===== config.mk =====
export PLATFORM = sky130hd
export DESIGN_NAME = line_segment_rasterizer
export DESIGN_NICKNAME = d
export VERILOG_FILES = /design/src/hdl/lsr_pkg.sv /design/src/hdl/lsr_ctrl.sv /design/src/hdl/lsr_dp.sv /design/src/hdl/line_segment_rasterizer.sv
export SDC_FILE = /design/constraint.sdc
export NUM_CORES = 1
export LEC_CHECK = 0
export BUFFER_PORTS_ARGS = -buffer_cell sky130_fd_sc_hd__buf_2
export CORE_UTILIZATION = 57
export CTS_CLUSTER_DIAMETER = 60
export DETAILED_ROUTE_END_ITERATION = 8
export MAX_ROUTING_LAYER = met4
export PLACE_DENSITY_LB_ADDON = 0.05
export SETUP_SLACK_MARGIN = 0.4
export SYNTH_ARGS = -nofsm -noshare
export SYNTH_HDL_FRONTEND = slang
export SYNTH_SLANG_ARGS = --single-unit

===== constraint.sdc =====
create_clock -name i_clk -period 6.8 [get_ports i_clk]
set_input_delay 0.68 -clock i_clk [delete_from_list [all_inputs] [get_ports i_clk]]
set_output_delay 0.68 -clock i_clk [all_outputs]
set_load 0.03 [all_outputs]

===== src/hdl/lsr_pkg.sv =====
// ----------------------------------------------------------------------------
// Line segment rasterizer package
// Shared widths, controller states and the command/status bundles.
// ----------------------------------------------------------------------------
package lsr_pkg;

    localparam int TILE_SIZE = 64;
    localparam int COORD_W   = 6;
    localparam int DEC_W     = COORD_W + 3;
    localparam int IN_W      = 4 * COORD_W;
    localparam int OUT_W     = ((2 * COORD_W + 7) / 8) * 8;

    localparam logic [COORD_W-1:0] TILE_MAX = COORD_W'(TILE_SIZE - 1);

    typedef enum logic {
        ST_IDLE,
        ST_WALK
    } t_lsr_state;

    typedef struct packed {
        logic load;
        logic step;
        logic out_load;
    } t_lsr_cmd;

    typedef struct packed {
        logic at_end;
    } t_lsr_stat;

    function automatic logic [COORD_W-1:0] clamp_coord(input logic [COORD_W-1:0] v);
        logic [COORD_W-1:0] r;
        r = v;
        if (v > TILE_MAX) begin
            r = TILE_MAX;
        end
        return r;
    endfunction

endpackage


===== src/hdl/lsr_ctrl.sv =====
// ----------------------------------------------------------------------------
// Line segment rasterizer controller
// Sequences segment setup and the pixel walk, and owns the output valid flag.
// ----------------------------------------------------------------------------
module lsr_ctrl (
    input  logic               i_clk,
    input  logic               i_rst_n,
    input  logic               i_s_valid,
    output logic               o_s_ready,
    output logic               o_m_valid,
    input  logic               i_m_ready,
    input  lsr_pkg::t_lsr_stat i_stat,
    output lsr_pkg::t_lsr_cmd  o_cmd
);

    lsr_pkg::t_lsr_state r_state, n_state;
    logic                r_out_valid, n_out_valid;

    always_ff @(posedge i_clk) begin
        if (!i_rst_n) begin
            r_state     <= lsr_pkg::ST_IDLE;
            r_out_valid <= 1'b0;
        end else begin
            r_state     <= n_state;
            r_out_valid <= n_out_valid;
        end
    end

    always_comb begin
        n_state        = r_state;
        n_out_valid    = r_out_valid & ~i_m_ready;
        o_s_ready      = 1'b0;
        o_cmd.load     = 1'b0;
        o_cmd.step     = 1'b0;
        o_cmd.out_load = 1'b0;
        case (r_state)
            lsr_pkg::ST_IDLE: begin
                o_s_ready = 1'b1;
                if (i_s_valid) begin
                    o_cmd.load = 1'b1;
                    n_state    = lsr_pkg::ST_WALK;
                end
            end
            lsr_pkg::ST_WALK: begin
                if (!r_out_valid || i_m_ready) begin
                    o_cmd.out_load = 1'b1;
                    n_out_valid    = 1'b1;
                    if (i_stat.at_end) begin
                        n_state = lsr_pkg::ST_IDLE;
                    end else begin
                        o_cmd.step = 1'b1;
                    end
                end
            end
            default: begin
                n_state = lsr_pkg::ST_IDLE;
            end
        endcase
    end

    assign o_m_valid = r_out_valid;

endmodule


===== src/hdl/lsr_dp.sv =====
// ----------------------------------------------------------------------------
// Line segment rasterizer datapath
// Holds the Bresenham walk state and the output pixel register.
// ----------------------------------------------------------------------------
module lsr_dp (
    input  logic                         i_clk,
    input  logic [lsr_pkg::IN_W-1:0]     i_seg,
    input  lsr_pkg::t_lsr_cmd            i_cmd,
    output lsr_pkg::t_lsr_stat           o_stat,
    output logic [lsr_pkg::COORD_W-1:0]  o_pixel_x,
    output logic [lsr_pkg::COORD_W-1:0]  o_pixel_y,
    output logic                         o_last_pixel
);

    localparam int CW = lsr_pkg::COORD_W;
    localparam int DW = lsr_pkg::DEC_W;

    logic [CW-1:0]        sx, sy, ex, ey, dx, dy;
    logic                 swap;
    logic [CW-1:0]        n_major_span, n_minor_span;
    logic [CW-1:0]        r_major_pos, r_minor_pos, r_major_end;
    logic [CW-1:0]        r_major_span, r_minor_span;
    logic signed [DW-1:0] r_decision;
    logic                 r_major_down, r_minor_down, r_swapped;
    logic [CW-1:0]        r_px, r_py;
    logic                 r_last;
    logic signed [DW-1:0] minor2, major2;

    assign sx = lsr_pkg::clamp_coord(i_seg[CW-1:0]);
    assign sy = lsr_pkg::clamp_coord(i_seg[2*CW-1:CW]);
    assign ex = lsr_pkg::clamp_coord(i_seg[3*CW-1:2*CW]);
    assign ey = lsr_pkg::clamp_coord(i_seg[4*CW-1:3*CW]);
    assign dx = (sx <= ex) ? ex - sx : sx - ex;
    assign dy = (sy <= ey) ? ey - sy : sy - ey;
    assign swap = dx < dy;
    assign n_major_span = swap ? dy : dx;
    assign n_minor_span = swap ? dx : dy;

    assign minor2 = $signed({2'b00, r_minor_span, 1'b0});
    assign major2 = $signed({2'b00, r_major_span, 1'b0});

    always_ff @(posedge i_clk) begin
        if (i_cmd.load) begin
            r_swapped    <= swap;
            r_major_pos  <= swap ? sy : sx;
            r_minor_pos  <= swap ? sx : sy;
            r_major_end  <= swap ? ey : ex;
            r_major_span <= n_major_span;
            r_minor_span <= n_minor_span;
            r_major_down <= swap ? (sy > ey) : (sx > ex);
            r_minor_down <= swap ? (sx > ex) : (sy > ey);
            r_decision   <= $signed({2'b00, n_minor_span, 1'b0})
                          - $signed({3'b000, n_major_span});
        end else if (i_cmd.step) begin
            r_major_pos <= r_major_down ? r_major_pos - CW'(1) : r_major_pos + CW'(1);
            if (r_decision > 0) begin
                r_minor_pos <= r_minor_down ? r_minor_pos - CW'(1) : r_minor_pos + CW'(1);
                r_decision  <= r_decision + minor2 - major2;
            end else begin
                r_decision  <= r_decision + minor2;
            end
        end
    end

    always_ff @(posedge i_clk) begin
        if (i_cmd.out_load) begin
            r_px   <= r_swapped ? r_minor_pos : r_major_pos;
            r_py   <= r_swapped ? r_major_pos : r_minor_pos;
            r_last <= o_stat.at_end;
        end
    end

    assign o_stat.at_end = (r_major_pos == r_major_end);
    assign o_pixel_x     = r_px;
    assign o_pixel_y     = r_py;
    assign o_last_pixel  = r_last;

endmodule


===== src/hdl/line_segment_rasterizer.sv =====
// ----------------------------------------------------------------------------
// Line segment rasterizer
// Bresenham walk of one segment per beat, one pixel beat per cycle unless
// stalled by i_m_axis_tready. A segment loads the walk registers, then each
// pixel is loaded into the output register once it is free. The single walk
// register set takes no new segment until the last pixel is loaded.
// Reset: synchronous active-low i_rst_n returns to idle with no pixel pending.
// ----------------------------------------------------------------------------
module line_segment_rasterizer (
    input  logic                      i_clk,
    input  logic                      i_rst_n,
    input  logic                      i_s_axis_tvalid,
    output logic                      o_s_axis_tready,
    // start_x [5:0], start_y [11:6], end_x [17:12], end_y [23:18]
    input  logic [lsr_pkg::IN_W-1:0]  i_s_axis_tdata,
    output logic                      o_m_axis_tvalid,
    input  logic                      i_m_axis_tready,
    // pixel_x [5:0], pixel_y [11:6], zero [15:12]
    output logic [lsr_pkg::OUT_W-1:0] o_m_axis_tdata,
    // last_pixel
    output logic                      o_m_axis_tlast
);

    localparam int CW = lsr_pkg::COORD_W;

    lsr_pkg::t_lsr_cmd  cmd;
    lsr_pkg::t_lsr_stat stat;
    logic [CW-1:0]      pixel_x, pixel_y;

    lsr_ctrl u_ctrl (
        .i_clk     (i_clk),
        .i_rst_n   (i_rst_n),
        .i_s_valid (i_s_axis_tvalid),
        .o_s_ready (o_s_axis_tready),
        .o_m_valid (o_m_axis_tvalid),
        .i_m_ready (i_m_axis_tready),
        .i_stat    (stat),
        .o_cmd     (cmd)
    );

    lsr_dp u_dp (
        .i_clk        (i_clk),
        .i_seg        (i_s_axis_tdata),
        .i_cmd        (cmd),
        .o_stat       (stat),
        .o_pixel_x    (pixel_x),
        .o_pixel_y    (pixel_y),
        .o_last_pixel (o_m_axis_tlast)
    );

    assign o_m_axis_tdata = {{(lsr_pkg::OUT_W - 2 * CW){1'b0}}, pixel_y, pixel_x};

endmodule

==> impl_metrics.toml <==
[sta]
slew_headroom_pct = 34.6
fin_crit_ns = 5.65
final.setup_skew_ns = 0.00651
fin_hold_ws_ns = 0.522
hold_viol_final = 0
rsz0062_at_grt = "no"
fmax_mhz = 177
tns_ns = 0
period_share_pct = 83.0
worst_pin_slew_ns = 0.982
maxSlewViolCount = 0
setup_violations = 0

[floorplanning]
io_pins = 47
start_util_pct = 60.4
die_area_um2 = 8720
core-area_um2 = 7890
fp.dieW_um = 93.4
die_h_um = 93.4
rows = 32

[power]
internal_power_mw = 1.62
pwr-share-seq_pct = 24.2
power_switching_mw = 1.27
combPwrFrac_pct = 62.7
p_clk_share_pct = 13.1
power.leakage_nw = 2.32
worst_ir_drop_vdd_mv = 0.391
p_sw_share_pct = 44.1
powerDensity_nw_per_um2 = 553

[outcome]
status = "finished, final reports clean"

[worst_setup_path]
crit_required_ns = 6.97
critical-path-top-delay-family = "compound AO/OA/AOI/OAI gates"
reg2regPathDepth = 11
crit_top_cell = "inv_1"
start_kind = "input port"
slowest_delay_ns = 0.44
crit_slowest_cell = "o211ai_1"
cp_num_buf_inv = 5
path_cells = "buf_2, inv_1, ha_1, o21ai_0, o211ai_1, and2_1, a21oi_1, xnor2_1, inv_1, ha_1, a2111oi_0, o21a_1, nor2_2, inv_1, o21ai_0, ha_1, nor2b_1, o21ai_0, nand2b_1, a21o_1, a21oi_1, inv_1, and3_1, o31ai_2"
crit_type = "input port to flop"
worstPathMaxFanout = 20
cp.arrival_ns = 5.82
cp_num_cells = 24
end_kind = "flop"

[min_path]
min_path_cells = 2
hold_class = "flop to flop"

[finish]
design_area_um2 = 5230
diodes = 0
final_cell_mix = "inv_1 (56), edfxtp_1 (55), nand2_1 (50)"
nets = 626
final_layout_size_suffix_gt1_share_pct = 14.1
layout_commonest_cell = "inv_1"
area_delta_synth_final_pct = 9.88

[global_routing]
grt_use_total_pct = 27.3
antenna_found_initial = 0
grt_max_degree = 40
grt_pass1_vias = 3566
overflow = 0
grt_pass1_wl_mm = 17.4

[clocking]
cts_tree = "yes"
ctsResizeCount = 0
ctsHoldBuffers = 0
clock-root-buffer = "clkbuf_8"
cts_made_buffers = 9
cts.sinks = 57
worstSkewPairLatency_ns = 0.33
htreeDepth = 3
cts_setup_buffers = 0
path_clk_slew_ns = 0.07
cts_buffer_depth = 2

[drt]
dr_total_vias = 3716
wire_per_inst_um = 16.4
via_per_inst = 5.68
finalWirelength_mm = 10.7
drt_iter0_drc = 183
drc = 0
dr.pass1.iters = 4
drtAntennaViolNets = 0

[yosys]
async_flop_share_pct = 0
yosys_warnings = 0
syn_inst = 520
synth_area_um2 = 4760
ys.flop_type = "edfxtp_1"
seq_area_frac_synth_pct = 35.5
synth_edf_count = 55
ys_ff_latch = 57
avgSynthCellArea_um2 = 9.16
synth.distinct_cells = 51

[placement]
post_dp_cell_area_um2 = 5000
place.gp.congestion = 0.951
io_buffer_count = 42
dp_hpwl_mm = 8.42

[flow_run]
drv_cap = 0
sequential cells by signal, indices dropped and copies added, names as in the netlist:
signal	cells
u_dp.r_minor_down	1
u_dp.r_major_pos	6
u_dp.o_pixel_x	6
u_ctrl.r_state	1
u_dp.r_major_end	6
u_dp.r_major_down	1
u_ctrl.o_m_valid	1
u_dp.r_minor_span	6
u_dp.r_minor_pos	6
u_dp.r_swapped	1
u_dp.o_pixel_y	6
u_dp.r_decision	9
u_dp.r_major_span	6
u_dp.o_last_pixel	1
path summary, 6_finish.rpt:
check | start | end | slack [ns]
max | i_s_axis_tdata[3] | u_dp.r_decision[6] | 1.15
min | u_ctrl.r_state | u_ctrl.o_m_valid | 0.52
max reg2reg | u_dp.r_decision[1] | u_dp.r_decision[6] | 3.56
min reg2reg | u_ctrl.r_state | u_ctrl.o_m_valid | 0.52
power by group through the flow:
stage	Combinational, mW	Clock, mW	Sequential (mW)
floorplan	1.39	0	0.700
global placement	1.73	0	0.703
detailed placement	1.78	0	0.707
CTS	1.80	0.385	0.701
global route	2.02	0.399	0.717
finish	1.81	0.378	0.702
per-stage QoR:
| stage | cells | setup WS (ns) | util (%) | power [mW] |
|---|---|---|---|---|
| final | 654 | 1.15 | 66.3 | 2.89 |
| after detailed placement | 638 | 0.870 | 63.4 | 2.49 |
| after CTS | 654 | 1.22 | 66.3 | 2.89 |
| after floorplan | 523 | 1.40 | - | 2.09 |
| after global placement | 638 | 1.14 | 63.4 | 2.43 |
| after global routing | 654 | 0.616 | 66.3 | 3.13 |
routing by layer:
layer | global-route usage, % | share of wire, %
met1 | 37.2 | 48
met2 | 41.8 | 44
met3 | 3.01 | 5.2
met4 | 10.9 | 2.3
met5 | - | 0
layout make-up:
cell class,count,area [um2]
multi-input combinational,376,2720
clock buffer,10,128
tap,102,128
inverter,56,210
fill,695,2660
timing repair buffer,47,248
sequential,57,1690
clock inverter,6,106
kinds of logic (layout without fill, tap and decap cells):
logic type      Yosys count  in the layout  synth area share [%]
other cells               1              4                0.0788
buf+inv                  90            119                  7.62
xor+xnor                 40             40                  7.52
flops                    57             57                  35.5
simple gates            116            116                  11.0
mux                      21             21                  5.15
fa+ha+maj                54             54                  15.1
compound gates          141            141                  17.9
cell usage after synthesis (10+ instances only):
| master | number | share of area (%) |
|---|---|---|
| a21o_1 | 10 | 1.6 |
| a21oi_1 | 48 | 5.0 |
| clkbuf_1 | 27 | 2.1 |
| edfxtp_1 | 55 | 35 |
| ha_1 | 44 | 12 |
| inv_1 | 56 | 4.4 |
| mux2i_1 | 11 | 2.3 |
| nand2_1 | 50 | 3.9 |
| nor2_1 | 32 | 2.5 |
| nor2b_1 | 11 | 1.4 |
| o21ai_0 | 40 | 4.2 |
| xnor2_1 | 25 | 4.6 |
| xor2_1 | 14 | 2.6 |
tightest hold or removal path, cell delays in order (launching register included):
cell and delay (ns):
dfxtp_1 0.32, inv_1 0.08, a21boi_0 0.08
Power figures use the tool's default switching activity.
